## src/ntr_pkg.sv

```systemverilog
// Shared types, character codes and keyword tables for the numeric token recognizer.
// No dependencies.
package ntr_pkg;

  localparam logic [7:0] CH_DIGIT_LO = 8'd48;
  localparam logic [7:0] CH_DIGIT_HI = 8'd57;
  localparam logic [7:0] CH_E        = 8'd101;
  localparam logic [7:0] CH_MINUS    = 8'd45;
  localparam logic [7:0] CH_PERIOD   = 8'd46;
  localparam logic [7:0] TRUE_LEN    = 8'd4;
  localparam logic [7:0] FALSE_LEN   = 8'd5;
  localparam logic [7:0] POS_MAX     = 8'd255;

  typedef struct packed {
    logic [7:0] token_length;
    logic       num_flag;
    logic       neg_flag;
    logic       dec_flag;
    logic       bool_flag;
  } ntr_result_t;

  // "true"
  function automatic logic [7:0] true_char(input logic [1:0] idx);
    logic [7:0] c;
    case (idx)
      2'd0:    c = 8'd116;
      2'd1:    c = 8'd114;
      2'd2:    c = 8'd117;
      default: c = 8'd101;
    endcase
    return c;
  endfunction

  // "false"
  function automatic logic [7:0] false_char(input logic [2:0] idx);
    logic [7:0] c;
    case (idx)
      3'd0:    c = 8'd102;
      3'd1:    c = 8'd97;
      3'd2:    c = 8'd108;
      3'd3:    c = 8'd115;
      default: c = 8'd101;
    endcase
    return c;
  endfunction

  function automatic logic [7:0] sat_inc(input logic [7:0] v);
    return (v == POS_MAX) ? v : v + 8'd1;
  endfunction

endpackage

```

## src/ntr_if.sv

```systemverilog
// Valid/ready channel interfaces for character words and result words.
// No dependencies.
interface ntr_in_if;
  logic       valid;
  logic       ready;
  logic [7:0] ch;
  logic       last;

  modport source (output valid, output ch, output last, input ready);
  modport sink   (input valid, input ch, input last, output ready);
endinterface

interface ntr_out_if;
  logic       valid;
  logic       ready;
  logic [7:0] token_length;
  logic       num_flag;
  logic       neg_flag;
  logic       dec_flag;
  logic       bool_flag;

  modport source (output valid, output token_length, output num_flag, output neg_flag,
                  output dec_flag, output bool_flag, input ready);
  modport sink   (input valid, input token_length, input num_flag, input neg_flag,
                  input dec_flag, input bool_flag, output ready);
endinterface

```

## src/ntr_in_reg.sv

```systemverilog
// Input register stage: captures one character word per cycle while it is empty or its word advances.
// Depends on ntr_pkg.
module ntr_in_reg (
  input  logic       clk,
  input  logic       rst_n,
  input  logic       up_valid,
  output logic       up_ready,
  input  logic [7:0] up_ch,
  input  logic       up_last,
  input  logic       advance,
  output logic       valid,
  output logic [7:0] ch,
  output logic       last
);
  import ntr_pkg::*;

  logic       valid_r, valid_nxt;
  logic [7:0] ch_r;
  logic       last_r;
  logic       load;

  assign up_ready  = !valid_r || advance;
  assign load      = up_valid && up_ready;
  assign valid_nxt = load ? 1'b1 : (advance ? 1'b0 : valid_r);

  always_ff @(posedge clk) begin
    if (!rst_n) begin
      valid_r <= 1'b0;
    end else begin
      valid_r <= valid_nxt;
    end
  end

  always_ff @(posedge clk) begin
    if (load) begin
      ch_r   <= up_ch;
      last_r <= up_last;
    end
  end

  assign valid = valid_r;
  assign ch    = ch_r;
  assign last  = last_r;
endmodule

```

## src/ntr_scan.sv

```systemverilog
// Scan state of the current token and the result seen at its last character.
// Depends on ntr_pkg.
module ntr_scan (
  input  logic                clk,
  input  logic                rst_n,
  input  logic                step,
  input  logic [7:0]          ch,
  input  logic                last,
  output ntr_pkg::ntr_result_t result
);
  import ntr_pkg::*;

  logic [7:0] pos_r, pos_nxt;
  logic [7:0] cnt_r, cnt_nxt;
  logic       numeric_r, numeric_nxt;
  logic       minus_r, minus_nxt;
  logic       expo_r, expo_nxt;
  logic       period_r, period_nxt;
  logic       frac_r, frac_nxt;
  logic       last_e_r, last_e_nxt;
  logic       true_ok_r, true_ok_nxt;
  logic       false_ok_r, false_ok_nxt;
  logic       is_digit;
  logic [7:0] len;

  assign is_digit = (ch >= CH_DIGIT_LO) && (ch <= CH_DIGIT_HI);

  always_comb begin
    pos_nxt      = sat_inc(pos_r);
    cnt_nxt      = cnt_r;
    numeric_nxt  = numeric_r;
    minus_nxt    = minus_r;
    expo_nxt     = expo_r;
    period_nxt   = period_r;
    frac_nxt     = frac_r;
    last_e_nxt   = last_e_r;
    true_ok_nxt  = true_ok_r;
    false_ok_nxt = false_ok_r;

    if (pos_r < TRUE_LEN && ch != true_char(pos_r[1:0])) begin
      true_ok_nxt = 1'b0;
    end
    if (pos_r < FALSE_LEN && ch != false_char(pos_r[2:0])) begin
      false_ok_nxt = 1'b0;
    end

    if (numeric_r) begin
      if (pos_r == 8'd0 && ch == CH_MINUS) begin
        minus_nxt  = 1'b1;
        cnt_nxt    = sat_inc(cnt_r);
        last_e_nxt = 1'b0;
      end else if (pos_r != 8'd0 && ch == CH_E && !expo_r) begin
        expo_nxt   = 1'b1;
        frac_nxt   = 1'b1;
        period_nxt = 1'b0;
        cnt_nxt    = sat_inc(cnt_r);
        last_e_nxt = 1'b1;
      end else if (ch == CH_PERIOD && !period_r) begin
        period_nxt = 1'b1;
        frac_nxt   = 1'b1;
        cnt_nxt    = sat_inc(cnt_r);
        last_e_nxt = 1'b0;
      end else if (is_digit) begin
        cnt_nxt    = sat_inc(cnt_r);
        last_e_nxt = 1'b0;
      end else begin
        numeric_nxt = 1'b0;
      end
    end
  end

  // Result from the state after this character; only used on the last one.
  always_comb begin
    result = '0;
    len    = cnt_nxt;
    if ((minus_nxt && len == 8'd1) || last_e_nxt) begin
      len = 8'd0;
    end
    if (true_ok_nxt && pos_nxt >= TRUE_LEN) begin
      result.token_length = TRUE_LEN;
      result.num_flag     = 1'b1;
      result.bool_flag    = 1'b1;
    end else if (false_ok_nxt && pos_nxt >= FALSE_LEN) begin
      result.token_length = FALSE_LEN;
      result.num_flag     = 1'b1;
      result.bool_flag    = 1'b1;
    end else begin
      result.token_length = len;
      result.num_flag     = (len != 8'd0);
      result.neg_flag     = (len != 8'd0) && minus_nxt;
      result.dec_flag     = (len != 8'd0) && frac_nxt;
    end
  end

  always_ff @(posedge clk) begin
    if (!rst_n || (step && last)) begin
      pos_r      <= 8'd0;
      cnt_r      <= 8'd0;
      numeric_r  <= 1'b1;
      minus_r    <= 1'b0;
      expo_r     <= 1'b0;
      period_r   <= 1'b0;
      frac_r     <= 1'b0;
      last_e_r   <= 1'b0;
      true_ok_r  <= 1'b1;
      false_ok_r <= 1'b1;
    end else if (step) begin
      pos_r      <= pos_nxt;
      cnt_r      <= cnt_nxt;
      numeric_r  <= numeric_nxt;
      minus_r    <= minus_nxt;
      expo_r     <= expo_nxt;
      period_r   <= period_nxt;
      frac_r     <= frac_nxt;
      last_e_r   <= last_e_nxt;
      true_ok_r  <= true_ok_nxt;
      false_ok_r <= false_ok_nxt;
    end
  end
endmodule

```

## src/ntr_out_reg.sv

```systemverilog
// Result register: holds one result word until the sink takes it.
// Depends on ntr_pkg.
module ntr_out_reg (
  input  logic                clk,
  input  logic                rst_n,
  input  logic                load,
  input  ntr_pkg::ntr_result_t data,
  output logic                free,
  output logic                valid,
  input  logic                ready,
  output ntr_pkg::ntr_result_t q
);
  import ntr_pkg::*;

  logic        valid_r, valid_nxt;
  ntr_result_t data_r;

  assign free      = !valid_r || ready;
  assign valid_nxt = load ? 1'b1 : (ready ? 1'b0 : valid_r);

  always_ff @(posedge clk) begin
    if (!rst_n) begin
      valid_r <= 1'b0;
    end else begin
      valid_r <= valid_nxt;
    end
  end

  always_ff @(posedge clk) begin
    if (load) begin
      data_r <= data;
    end
  end

  assign valid = valid_r;
  assign q     = data_r;
endmodule

```

## src/numeric_token_recognizer.sv

```systemverilog
// Numeric token recognizer: input register, scan logic, result register.
// A token's last character word passes the input register, then the result register, before it is shown at out_chan.
// Throughput: one character word per cycle; a stalled result only holds back a last character.
// The scan state updates directly from the input register; no loop limits the rate.
// Reset (rst_n low, synchronous) empties both registers and restarts the token scan.
// Depends on ntr_pkg, ntr_if, ntr_in_reg, ntr_scan, ntr_out_reg.
module numeric_token_recognizer (
  input  logic      clk,
  input  logic      rst_n,
  ntr_in_if.sink    in_chan,
  ntr_out_if.source out_chan
);
  import ntr_pkg::*;

  logic        s1_valid;
  logic [7:0]  s1_ch;
  logic        s1_last;
  logic        advance;
  logic        out_free;
  ntr_result_t scan_result;
  ntr_result_t out_q;

  // A non-last character never waits on the output side.
  assign advance = s1_valid && (!s1_last || out_free);

  ntr_in_reg u_in (
    .clk      (clk),
    .rst_n    (rst_n),
    .up_valid (in_chan.valid),
    .up_ready (in_chan.ready),
    .up_ch    (in_chan.ch),
    .up_last  (in_chan.last),
    .advance  (advance),
    .valid    (s1_valid),
    .ch       (s1_ch),
    .last     (s1_last)
  );

  ntr_scan u_scan (
    .clk    (clk),
    .rst_n  (rst_n),
    .step   (advance),
    .ch     (s1_ch),
    .last   (s1_last),
    .result (scan_result)
  );

  ntr_out_reg u_out (
    .clk   (clk),
    .rst_n (rst_n),
    .load  (advance && s1_last),
    .data  (scan_result),
    .free  (out_free),
    .valid (out_chan.valid),
    .ready (out_chan.ready),
    .q     (out_q)
  );

  assign out_chan.token_length = out_q.token_length;
  assign out_chan.num_flag     = out_q.num_flag;
  assign out_chan.neg_flag     = out_q.neg_flag;
  assign out_chan.dec_flag     = out_q.dec_flag;
  assign out_chan.bool_flag    = out_q.bool_flag;

  a_out_from_last: assert property (@(posedge clk) disable iff (!rst_n)
    $rose(out_chan.valid) |-> $past(s1_valid && s1_last))
    else $error("result appeared without a last character");

  a_stall_holds: assert property (@(posedge clk) disable iff (!rst_n)
    (s1_valid && !advance) |=> (s1_valid && $stable(s1_ch) && $stable(s1_last)))
    else $error("held character word lost");

  a_number_flag: assert property (@(posedge clk) disable iff (!rst_n)
    out_chan.valid |-> (out_chan.num_flag == (out_chan.token_length != 8'd0)))
    else $error("number flag disagrees with length");

  a_bool_shape: assert property (@(posedge clk) disable iff (!rst_n)
    (out_chan.valid && out_chan.bool_flag) |->
      ((out_chan.token_length == TRUE_LEN || out_chan.token_length == FALSE_LEN)
       && !out_chan.neg_flag && !out_chan.dec_flag))
    else $error("malformed boolean result");
endmodule
```

## src/flat_wrapper.sv

```systemverilog
// flat-port wrapper written by rule: the top's interface ports become plain ports
module numeric_token_recognizer_flat import ntr_pkg::*;
  (clk, rst_n, in_chan_valid, in_chan_ch, in_chan_last, in_chan_ready, out_chan_valid, out_chan_token_length, out_chan_num_flag, out_chan_neg_flag, out_chan_dec_flag, out_chan_bool_flag, out_chan_ready);
  ntr_in_if in_chan_i ();
  ntr_out_if out_chan_i ();
  input  logic clk;
  input  logic rst_n;
  input wire logic [$bits(in_chan_i.valid)-1:0] in_chan_valid;
  input wire logic [$bits(in_chan_i.ch)-1:0] in_chan_ch;
  input wire logic [$bits(in_chan_i.last)-1:0] in_chan_last;
  output wire logic [$bits(in_chan_i.ready)-1:0] in_chan_ready;
  output wire logic [$bits(out_chan_i.valid)-1:0] out_chan_valid;
  output wire logic [$bits(out_chan_i.token_length)-1:0] out_chan_token_length;
  output wire logic [$bits(out_chan_i.num_flag)-1:0] out_chan_num_flag;
  output wire logic [$bits(out_chan_i.neg_flag)-1:0] out_chan_neg_flag;
  output wire logic [$bits(out_chan_i.dec_flag)-1:0] out_chan_dec_flag;
  output wire logic [$bits(out_chan_i.bool_flag)-1:0] out_chan_bool_flag;
  input wire logic [$bits(out_chan_i.ready)-1:0] out_chan_ready;
  assign in_chan_i.valid = in_chan_valid;
  assign in_chan_i.ch = in_chan_ch;
  assign in_chan_i.last = in_chan_last;
  assign in_chan_ready = in_chan_i.ready;
  assign out_chan_valid = out_chan_i.valid;
  assign out_chan_token_length = out_chan_i.token_length;
  assign out_chan_num_flag = out_chan_i.num_flag;
  assign out_chan_neg_flag = out_chan_i.neg_flag;
  assign out_chan_dec_flag = out_chan_i.dec_flag;
  assign out_chan_bool_flag = out_chan_i.bool_flag;
  assign out_chan_i.ready = out_chan_ready;
  numeric_token_recognizer u_core (.clk(clk), .rst_n(rst_n), .in_chan(in_chan_i), .out_chan(out_chan_i));
endmodule
```

## config.mk

```make
export PLATFORM = sky130hd
export DESIGN_NAME = numeric_token_recognizer_flat
export DESIGN_NICKNAME = d
export VERILOG_FILES = /design/src/ntr_pkg.sv /design/src/ntr_if.sv /design/src/ntr_in_reg.sv /design/src/ntr_scan.sv /design/src/ntr_out_reg.sv /design/src/numeric_token_recognizer.sv /design/src/flat_wrapper.sv
export SDC_FILE = /design/constraint.sdc
export NUM_CORES = 1
export LEC_CHECK = 0
export BUFFER_PORTS_ARGS = -buffer_cell sky130_fd_sc_hd__buf_2
export CORE_ASPECT_RATIO = 0.5
export CORE_MARGIN = 5
export CORE_UTILIZATION = 58
export CTS_BUF_LIST = sky130_fd_sc_hd__clkbuf_4
export DETAILED_ROUTE_END_ITERATION = 10
export GPL_TIMING_DRIVEN = 0
export PLACE_DENSITY = 0.82
export SLEW_MARGIN = 15
export SYNTH_ARGS = -nofsm -noshare
export SYNTH_HDL_FRONTEND = slang
export SYNTH_SLANG_ARGS = --single-unit
```

## constraint.sdc

```tcl
create_clock -name clk -period 7.8 [get_ports clk]
set_input_delay 1.56 -clock clk [delete_from_list [all_inputs] [get_ports clk]]
set_output_delay 1.56 -clock clk [all_outputs]
set_load 0.005 [all_outputs]
```

=== Word level (Yosys, flattened, before mapping) ===
Cells that the tools add are included.

* Register bits after elaboration: 47
* Logic and storage cells: 115
* Output and inout bits: 14

* Eq/ne operators: 13
* Reductions and logical operators: 37
* Muxes and demuxes: 36
* $lt $le $gt $ge: 6
* Add/sub/neg operators: 2
* Bitwise operators: 1

{| class="wikitable"
|+ Operator list
! operator !! number
|-
| 8-bit 2-to-1 mux || 8
|-
| 1-bit 2-to-1 mux || 25
|-
| 5-bit one-hot mux with 4 select lines || 1
|-
| 8-bit by 1-bit adder with 8-bit output, second input constant || 2
|-
| 8-bit by 6-bit equality test with 1-bit output, second input constant || 2
|-
| 8-bit equality test, second input constant || 2
|-
| 8-bit by 3-bit >= comparator with 1-bit output, second input constant || 2
|-
| 8-bit by 3-bit less-than comparator with 1-bit output, second input constant || 2
|-
| 8-bit != test || 2
|-
| 8-bit nonzero test || 2
|-
| 1-bit logical AND || 15
|-
| 5-bit one-hot mux with 3 select lines || 1
|-
| 8-bit by 1-bit equality test with 1-bit output, second input constant || 1
|-
| 8-bit by 7-bit equality test with 1-bit output, second input constant || 1
|-
| 8-bit by 6-bit >= comparator with 1-bit output, second input constant || 1
|-
| 8-bit by 6-bit less-or-equal comparator with 1-bit output, second input constant || 1
|-
| 8-bit logical NOT || 1
|-
| 4-bit AND reduction || 2
|-
| 3-bit by 2-bit equality test with 1-bit output, second input constant || 2
|-
| 1-bit logical NOT || 6
|-
| 2-bit nonzero test || 3
|-
| 1-bit logical OR || 5
|-
| 3-bit by 1-bit equality test with 1-bit output, second input constant || 1
|-
| 3-bit logical NOT || 1
|-
| other kinds (6) || 6
|}

=== Logic depth before layout (Yosys ltp) ===
Gate-level depths: netlist of run 1.

* Word-level depth: 13
* Depth in mapped cells: 11
* Mapped depth without buffers: 10

=== By module ===
Synthesis of run 1 repeated with hierarchy kept, for this count alone.

* Cell total of the unflattened synthesis: 297
* Area total of the unflattened synthesis: 2791.4 µm²

{| class="wikitable"
|+ Modules (own cells, without submodules)
! module !! area an instance (µm²) !! instances !! cells an instance
|-
| ntr_scan || 2035.7 || 1 || 264
|-
| ntr_out_reg || 409.1 || 1 || 16
|-
| ntr_in_reg || 327.8 || 1 || 14
|-
| numeric_token_recognizer || 18.8 || 1 || 3
|}

=== Least setup slack after synthesis of run 1 ===
OpenSTA, ideal clock, no wires.

* Kind: in2out
* Start point: in out_chan_ready
* End point: out in_chan_ready
* Required time: 6240 ps
* Stages on the path: 2
* Slack: 4370 ps
* Data arrival time: 1870 ps
* Cell sequence: nor2b_1 nand3_1

* Word-level cells in the longest chain between the ends: 4

{| class="wikitable"
|+ Ends and longest elaborated chain
! what !! line !! source
|-
| from (decl) || flat_wrapper.sv:18 || <nowiki>input wire logic [$bits(out_chan_i.ready)-1:0] out_chan_ready;</nowiki>
|-
| 1-bit logical OR || ntr_out_reg.sv:18 || <nowiki>assign free = !valid_r || ready;</nowiki>
|-
| 1-bit logical OR || numeric_token_recognizer.sv:24 || <nowiki>assign advance = s1_valid && (!s1_last || out_free);</nowiki>
|-
| 1-bit logical AND || numeric_token_recognizer.sv:24 ||
|-
| 1-bit logical OR || ntr_in_reg.sv:22 || <nowiki>assign up_ready = !valid_r || advance;</nowiki>
|-
| to (decl) || flat_wrapper.sv:11 || <nowiki>output wire logic [$bits(in_chan_i.ready)-1:0] in_chan_ready;</nowiki>
|}

Every way passes these cells.

=== Worst setup path in the final report of run 1 ===
Same ends and word-level chain as after synthesis.

==> impl_metrics.toml, run 1 <==
[setup_path]
r2r_slack_ns = 4.49
critPathMaxFanout = 4
timing.rr.start = "u_core.u_scan.pos_r[0]"
path_cells = "buf_2 > nor2b_1 > nand3_1 > buf_2"
slowest_stage = "nor2b_1"
crit_family = "simple AND/OR/NAND/NOR gates"
arrival_ns = 2.14
crit_top_cell = "buf_2"
startpoint = "out_chan_ready"
r2r-end = "u_core.u_out.q[1]"
worst-setup-path-type = "in2out"
cp.required_ns = 6.24
crit_buf_inv = 2
startpoint_type = "input pin"
reg2regPathDepth = 11
slowest_delay_ns = 0.21
end_kind = "output pin"

[synth]
synthMostInstantiatedCell = "nor2_1"
synth-edff-count = 21
synth_area_um2 = 2501
yosysTopAreaCell = "edfxtp_1"
ys_types = 52
yosys_warnings = 0
synth.top_cells.by_count = "nor2_1, nand2_1, dfxtp_1"
synth-seq-cells = 47
postSynth.asyncResetShare_pct = 0
avgSynthCellArea_um2 = 9.403
yosys-top-cells-area = "edfxtp_1, dfxtp_1, nor2_1, nand2_1, mux2i_1"
yosysSeqAreaShare_pct = 46.02
synth.net_count = 285
synth_flop_cell = "dfxtp_1"
synth_top_cell_area_share_pct = 25.21
synthCells = 266

[clocking]
cts.htree.levels = 2
clk_pin_slew_worst_paths_ns = 0.13
clockBufferDepth = 2
cts-resized-gates = 0
cts_root_buf = "clkbuf_4"
cts-buffers-inserted = 5
clk-insertion-delay-late_ns = 0.36
clock-sinks = 47
cts_setup_buffers = 0
cts_hold_buf = 0
cts_tree = "yes"

[power]
powerDensity_nw_per_um2 = 163.6
p_leak_nw = 1.085
power_mw = 0.4541
irDropWorstVdd_v = 0.0001269

[floorplanning]
ioPinCount = 27
rows = 16
initial_utilization_pct = 62.16
dieHeight_um = 56.44
coreArea_um2 = 4024
die_w_um = 102.9
dieArea_um2 = 5805

[min_path]
hold_path_depth = 2
min_path_type = "reg2reg"
min_to = "u_core.u_scan.frac_r"
hold_start = "u_core.u_scan.frac_r"

[placement]
place_congestion = 0.9042
port_buffers = 26
dp_hpwl_um = 3943
dp.cells = 346

[finish]
stdcell_count = 354
nets = 318
area_growth_syn_to_layout_pct = 10.96
fin_util_pct = 68.97
drive_above_1_share_pct = 15.33
fill_cells = 322
n_antenna_cell = 0

[routing]
dr_total_vias = 2094
drt_first_pass_iters = 5
drt_wl_total_um = 5255
ant_nets = 0
avgRoutedWirePerCell_um = 14.84
drt-initial-drc-count = 141
viasPerCell = 5.915
route.detailed.drc = 0

[sta]
worst_pin_slew_ns = 0.9411
setup_viol = 0
layout_min_cycle_time_ns = 3.704
rsz0062_at_grt = "false"
fin_crit_sh_pct = 47.48
setup-tns-final_ns = 0
skew_ns = 0.003346
slew_violations = 0
holdWs_ns = 0.4992
slew_headroom_pct = 36.97
fmaxAchievable_ghz = 0.2700
hold_viol = 0

[global_route]
grt_pass1_wl_um = 8880
grt_start_max_net_pins = 15
grtUsageTotal_pct = 19.31
antenna_found_initial = 0
grt_pass1_vias = 1958
gr-total-overflow = 0

[outcome]
status = "completed"

[job]
max_cap_violations = 0
layer usage:
metal / share of wire (%) / vias to the layer above / wire, um / track usage [%]
met5: 0 / - / 0 / 0
met4: 1.5 / 0 / 79 / 5.904
li1: - / 1034 / - / -
met2: 44 / 81 / 2311 / 30.46
met3: 9.7 / 13 / 509 / 5.933
met1: 45 / 966 / 2355 / 25.40
worst max path at each step:
| stage | slack (ns) | cells after the start | to |
|---|---|---|---|
| 2_1_floorplan | 4.37 | 2 | in_chan_ready |
| 3_3_place_gp | 4.12 | 4 | in_chan_ready |
| 3_5_place_dp | 4.08 | 4 | in_chan_ready |
| 4_1_cts | 4.07 | 4 | in_chan_ready |
| 5_1_grt | 3.98 | 4 | in_chan_ready |
| 6_report | 4.10 | 4 | in_chan_ready |
report_power, final:
group	switching, mW	leakage [nW]	internal (mW)
combinational	0.0238	0.618	0.0152
clock	0.0784	0.0426	0.0660
sequential	0.00657	0.425	0.264
worst reg2reg max path, delay by kind of cell, from the launching register on:
| family | cells | cell delay [ns] |
|---|---|---|
| buffers and inverters | 2 | 0.36 |
| DFF | 1 | 0.40 |
| and+or+nand+nor | 5 | 1.21 |
| muxes | 1 | 0.34 |
| AOI/OAI and AO/OA | 2 | 0.50 |
| adders and majority gates | 1 | 0.24 |
final cells by class:
class | count | area (um^2) | area share, %
plain buffers | 10 | 37.54 | 1.353
clock buffers | 5 | 37.54 | 1.353
clock inverters | 3 | 38.79 | 1.398
inverters | 10 | 37.54 | 1.353
multi-input cells | 199 | 1275 | 45.94
flip-flops and latches | 47 | 1151 | 41.48
well taps | 54 | 67.56 | 2.435
repair buffers | 26 | 130.1 | 4.689
cells by family (layout without fill, tap and decap cells):
family                   Yosys count  after routing  synth area share [%]
AO/OA/AOI/OAI                     49             49                 13.96
XOR/XNOR                           7              7                 2.451
adder cells (fa/ha/maj)            6              6                 3.001
buffers and inverters             20             54                 3.002
flip-flops                        47             47                 46.02
multiplexers                      10             10                 4.102
AND/OR/NAND/NOR                  127            127                 27.46
state kept, by name (all words and copies together) (netlist names):
register,count
u_core.u_scan.true_ok_r,1
u_core.u_scan.period_r,1
u_core.u_scan.frac_r,1
u_core.u_in.last,1
u_core.u_scan.false_ok_r,1
u_core.u_scan.last_e_r,1
u_core.u_in.valid,1
u_core.u_scan.numeric_r,1
u_core.u_in.ch,8
u_core.u_scan.minus_r,1
u_core.u_out.valid,1
u_core.u_scan.cnt_r,8
u_core.u_scan.pos_r,8
u_core.u_scan.expo_r,1
u_core.u_out.q,12
metrics by stage:
step,instance area (um^2),worst slack [ns]
2_1_floorplan,2501,4.370
3_3_place_gp,2699,4.121
3_5_place_dp,2699,4.082
4_1_cts,2775,4.074
5_1_grt,2775,3.976
6_report,2775,4.096
cell usage in the layout (no fill, tap or decap), types with 6 or more instances in the layout:
master / n
ha_1: 6
nand3_1: 9
nand2_1: 31
a21oi_1: 13
inv_1: 10
edfxtp_1: 21
nor3_1: 6
nor2_1: 33
dfxtp_1: 26
clkbuf_1: 8
o21ai_0: 8
buf_2: 26
mux2i_1: 8
Note: power is estimated with default switching activity, not from simulation.
==> run 2: changes to the inputs <==
--- a/config.mk
+++ b/config.mk
@@ -8,11 +8,11 @@
 export BUFFER_PORTS_ARGS = -buffer_cell sky130_fd_sc_hd__buf_2
 export CORE_ASPECT_RATIO = 0.5
 export CORE_MARGIN = 5
-export CORE_UTILIZATION = 58
+export CORE_UTILIZATION = 55
 export CTS_BUF_LIST = sky130_fd_sc_hd__clkbuf_4
 export DETAILED_ROUTE_END_ITERATION = 10
 export GPL_TIMING_DRIVEN = 0
-export PLACE_DENSITY = 0.82
+export PLACE_DENSITY = 0.81
 export SLEW_MARGIN = 15
 export SYNTH_ARGS = -nofsm -noshare
 export SYNTH_HDL_FRONTEND = slang
==> constraint.sdc (replaced) <==
create_clock -name clk -period 3.23 [get_ports clk]
set_input_delay 0.646 -clock clk [delete_from_list [all_inputs] [get_ports clk]]
set_output_delay 0.646 -clock clk [all_outputs]
set_load 0.005 [all_outputs]
==> run 2 against run 1 <==
Net effect: flip-flop and latch count is the same; final cell count is 2.5% higher; critical path depth rose by 6; sequential share of layout area is 1.2 points lower; design area increased by 2.9%; count of clock-buffer cells in the layout increased by 1; hold slack got worse by 0.059 ns; sequential power grew 140%; combinational power increased to 2.5 times the previous value; register-to-register slack worse by 4.3 ns; critical path type is now reg2reg.
==> impl_metrics.toml, run 2 (same netlist as run 1, synthesis figures left out) <==
[setup_path]
slowest_delay_ns = 0.41
startpoint_type = "flip-flop"
arrival_ns = 3.20
critPathMaxFanout = 6
worst-setup-path-type = "reg2reg"
end_kind = "flip-flop"
slowest_stage = "or3b_1"
path_cells = "inv_2 > ha_2 > or3b_1 > nor4_4 > nor3_2 > a21oi_1 > mux2_2 > a211o_1 > nor3_4 > a31oi_1"
cp.required_ns = 3.38

[clocking]
clock-sinks = 47
cts_tree = "yes"
cts_root_buf = "clkbuf_4"
clockBufferDepth = 2
cts.htree.levels = 2
cts-buffers-inserted = 5
clk_pin_slew_worst_paths_ns = 0.16
cts_hold_buf = 0
clk-insertion-delay-late_ns = 0.39

[power]
intPower_mw = 0.7704
clockPowerShare_pct = 27.9
p_leak_nw = 1.105
irDropWorstVdd_v = 0.0001808
swShare_pct = 26.28
net-switching-power_mw = 0.2746
combPwrFrac_pct = 9.5
power_mw = 1.045
powerDensity_nw_per_um2 = 365.8
seq_power_share_pct = 62.6

[routing]
drt_wl_total_um = 5544
ant_nets = 0
dr_total_vias = 2174
avgRoutedWirePerCell_um = 15.27
drt-initial-drc-count = 148
drt_first_pass_iters = 4
viasPerCell = 5.989
route.detailed.drc = 0

[finish]
fin_util_pct = 64.88
largest_register_ffs = 12
final_cell_mix = "nor2_1, nand2_1, buf_2, dfxtp_1, edfxtp_1"
layout_commonest_cell = "nor2_1"
n_antenna_cell = 0
nets = 324
drive_above_1_share_pct = 19.61
area_growth_syn_to_layout_pct = 14.21

[sta]
layout_min_cycle_time_ns = 3.055
rsz0062_at_grt = "false"
setup_viol = 0
skew_ns = 0.02352
holdWs_ns = 0.4404
slew_violations = 0
setup-tns-final_ns = 0
fmaxAchievable_ghz = 0.3273
slew_headroom_pct = 38.70
hold_viol = 0
fin_crit_sh_pct = 94.59
worst_pin_slew_ns = 0.9152

[global_route]
grt_pass1_wl_um = 8873
grtUsageTotal_pct = 18.23
antenna_found_initial = 0
grt_pass1_vias = 1899
grt_start_max_net_pins = 15
gr-total-overflow = 0

[placement]
port_buffers = 26
place_congestion = 0.8699
dp_hpwl_um = 3843

[job]
max_cap_violations = 0

[outcome]
status = "completed"

[floorplanning]
dieArea_um2 = 6078
coreArea_um2 = 4403
ioPinCount = 27
die_w_um = 105.4
dieHeight_um = 57.69
rows = 17
initial_utilization_pct = 56.81

[min_path]
min_path_type = "in2reg"
[run 2: cell count changes in the layout (fill, tap and decap cells not counted), sizes merged]
| cell | change |
|---|---|
| clkinv | -1 |
| buf | +7 |
| clkinvlp | +1 |
| bufinv | -1 |
[run 2: area by class of cell]
type	count	area (um^2)
tap	57	71.32
buffer	9	33.78
clock inverter	2	12.51
clock buffer	6	45.04
sequential	47	1151
timing repair buffer	33	182.7
inverter	10	37.54
fill	372	1546
multi-input combinational	199	1323
[run 2: worst max-delay path, delay by kind of cell, from the launching register on]
| family | cells | cell delay, ns |
|---|---|---|
| DFF | 1 | 0.39 |
| and+or+nand+nor | 4 | 1.11 |
| AOI/OAI and AO/OA | 3 | 0.61 |
| muxes | 1 | 0.39 |
| adders and majority gates | 1 | 0.21 |
| buffers and inverters | 1 | 0.12 |
[run 2: metal layers]
| metal | GRT usage, % | up-vias | wire length, um |
|---|---|---|---|
| met5 | 0 | - | 0 |
| met4 | 5.607 | 0 | 53 |
| met3 | 5.228 | 7 | 388 |
| met2 | 29.08 | 73 | 2453 |
| met1 | 24.35 | 1047 | 2647 |
| li1 | - | 1047 | - |
[run 2: stage by stage]
stage,setup WS (ns),cell area (um^2),cells
after floorplan,0.3605,2501,266
after global placement,0.01835,2703,349
after detailed placement,-0.003801,2703,349
after CTS,0.01398,2764,357
after global routing,0.006997,2856,363
final,0.1748,2856,363
[run 2: power groups by stage]
stage	Sequential (mW)	Clock, mW	Combinational, mW
6_report	0.654	0.291	0.0994
2_1_floorplan	0.663	0	0.0650
4_1_cts	0.653	0.296	0.0935
3_3_place_gp	0.665	0	0.0888
3_5_place_dp	0.666	0	0.0922
5_1_grt	0.657	0.320	0.110
[run 2: final timing paths]
path,cells past startpoint,slack (ns),start,endpoint
max,10,0.17,u_core.u_scan.pos_r[0],u_core.u_out.q[4]
min,1,0.44,in_chan_ch[2],u_core.u_in.ch[2]
max reg2reg,10,0.17,u_core.u_scan.pos_r[0],u_core.u_out.q[4]
min reg2reg,2,0.49,u_core.u_scan.frac_r,u_core.u_scan.frac_r
[run 2: repair_timing]
action | 4_1_cts | 5_1_grt
setup buffers | 0 | 7
resized for setup | 1 | 8
endpoints found under the setup margin | 3 | 5
gates cloned | 0 | 0
pin swaps | 0 | 3
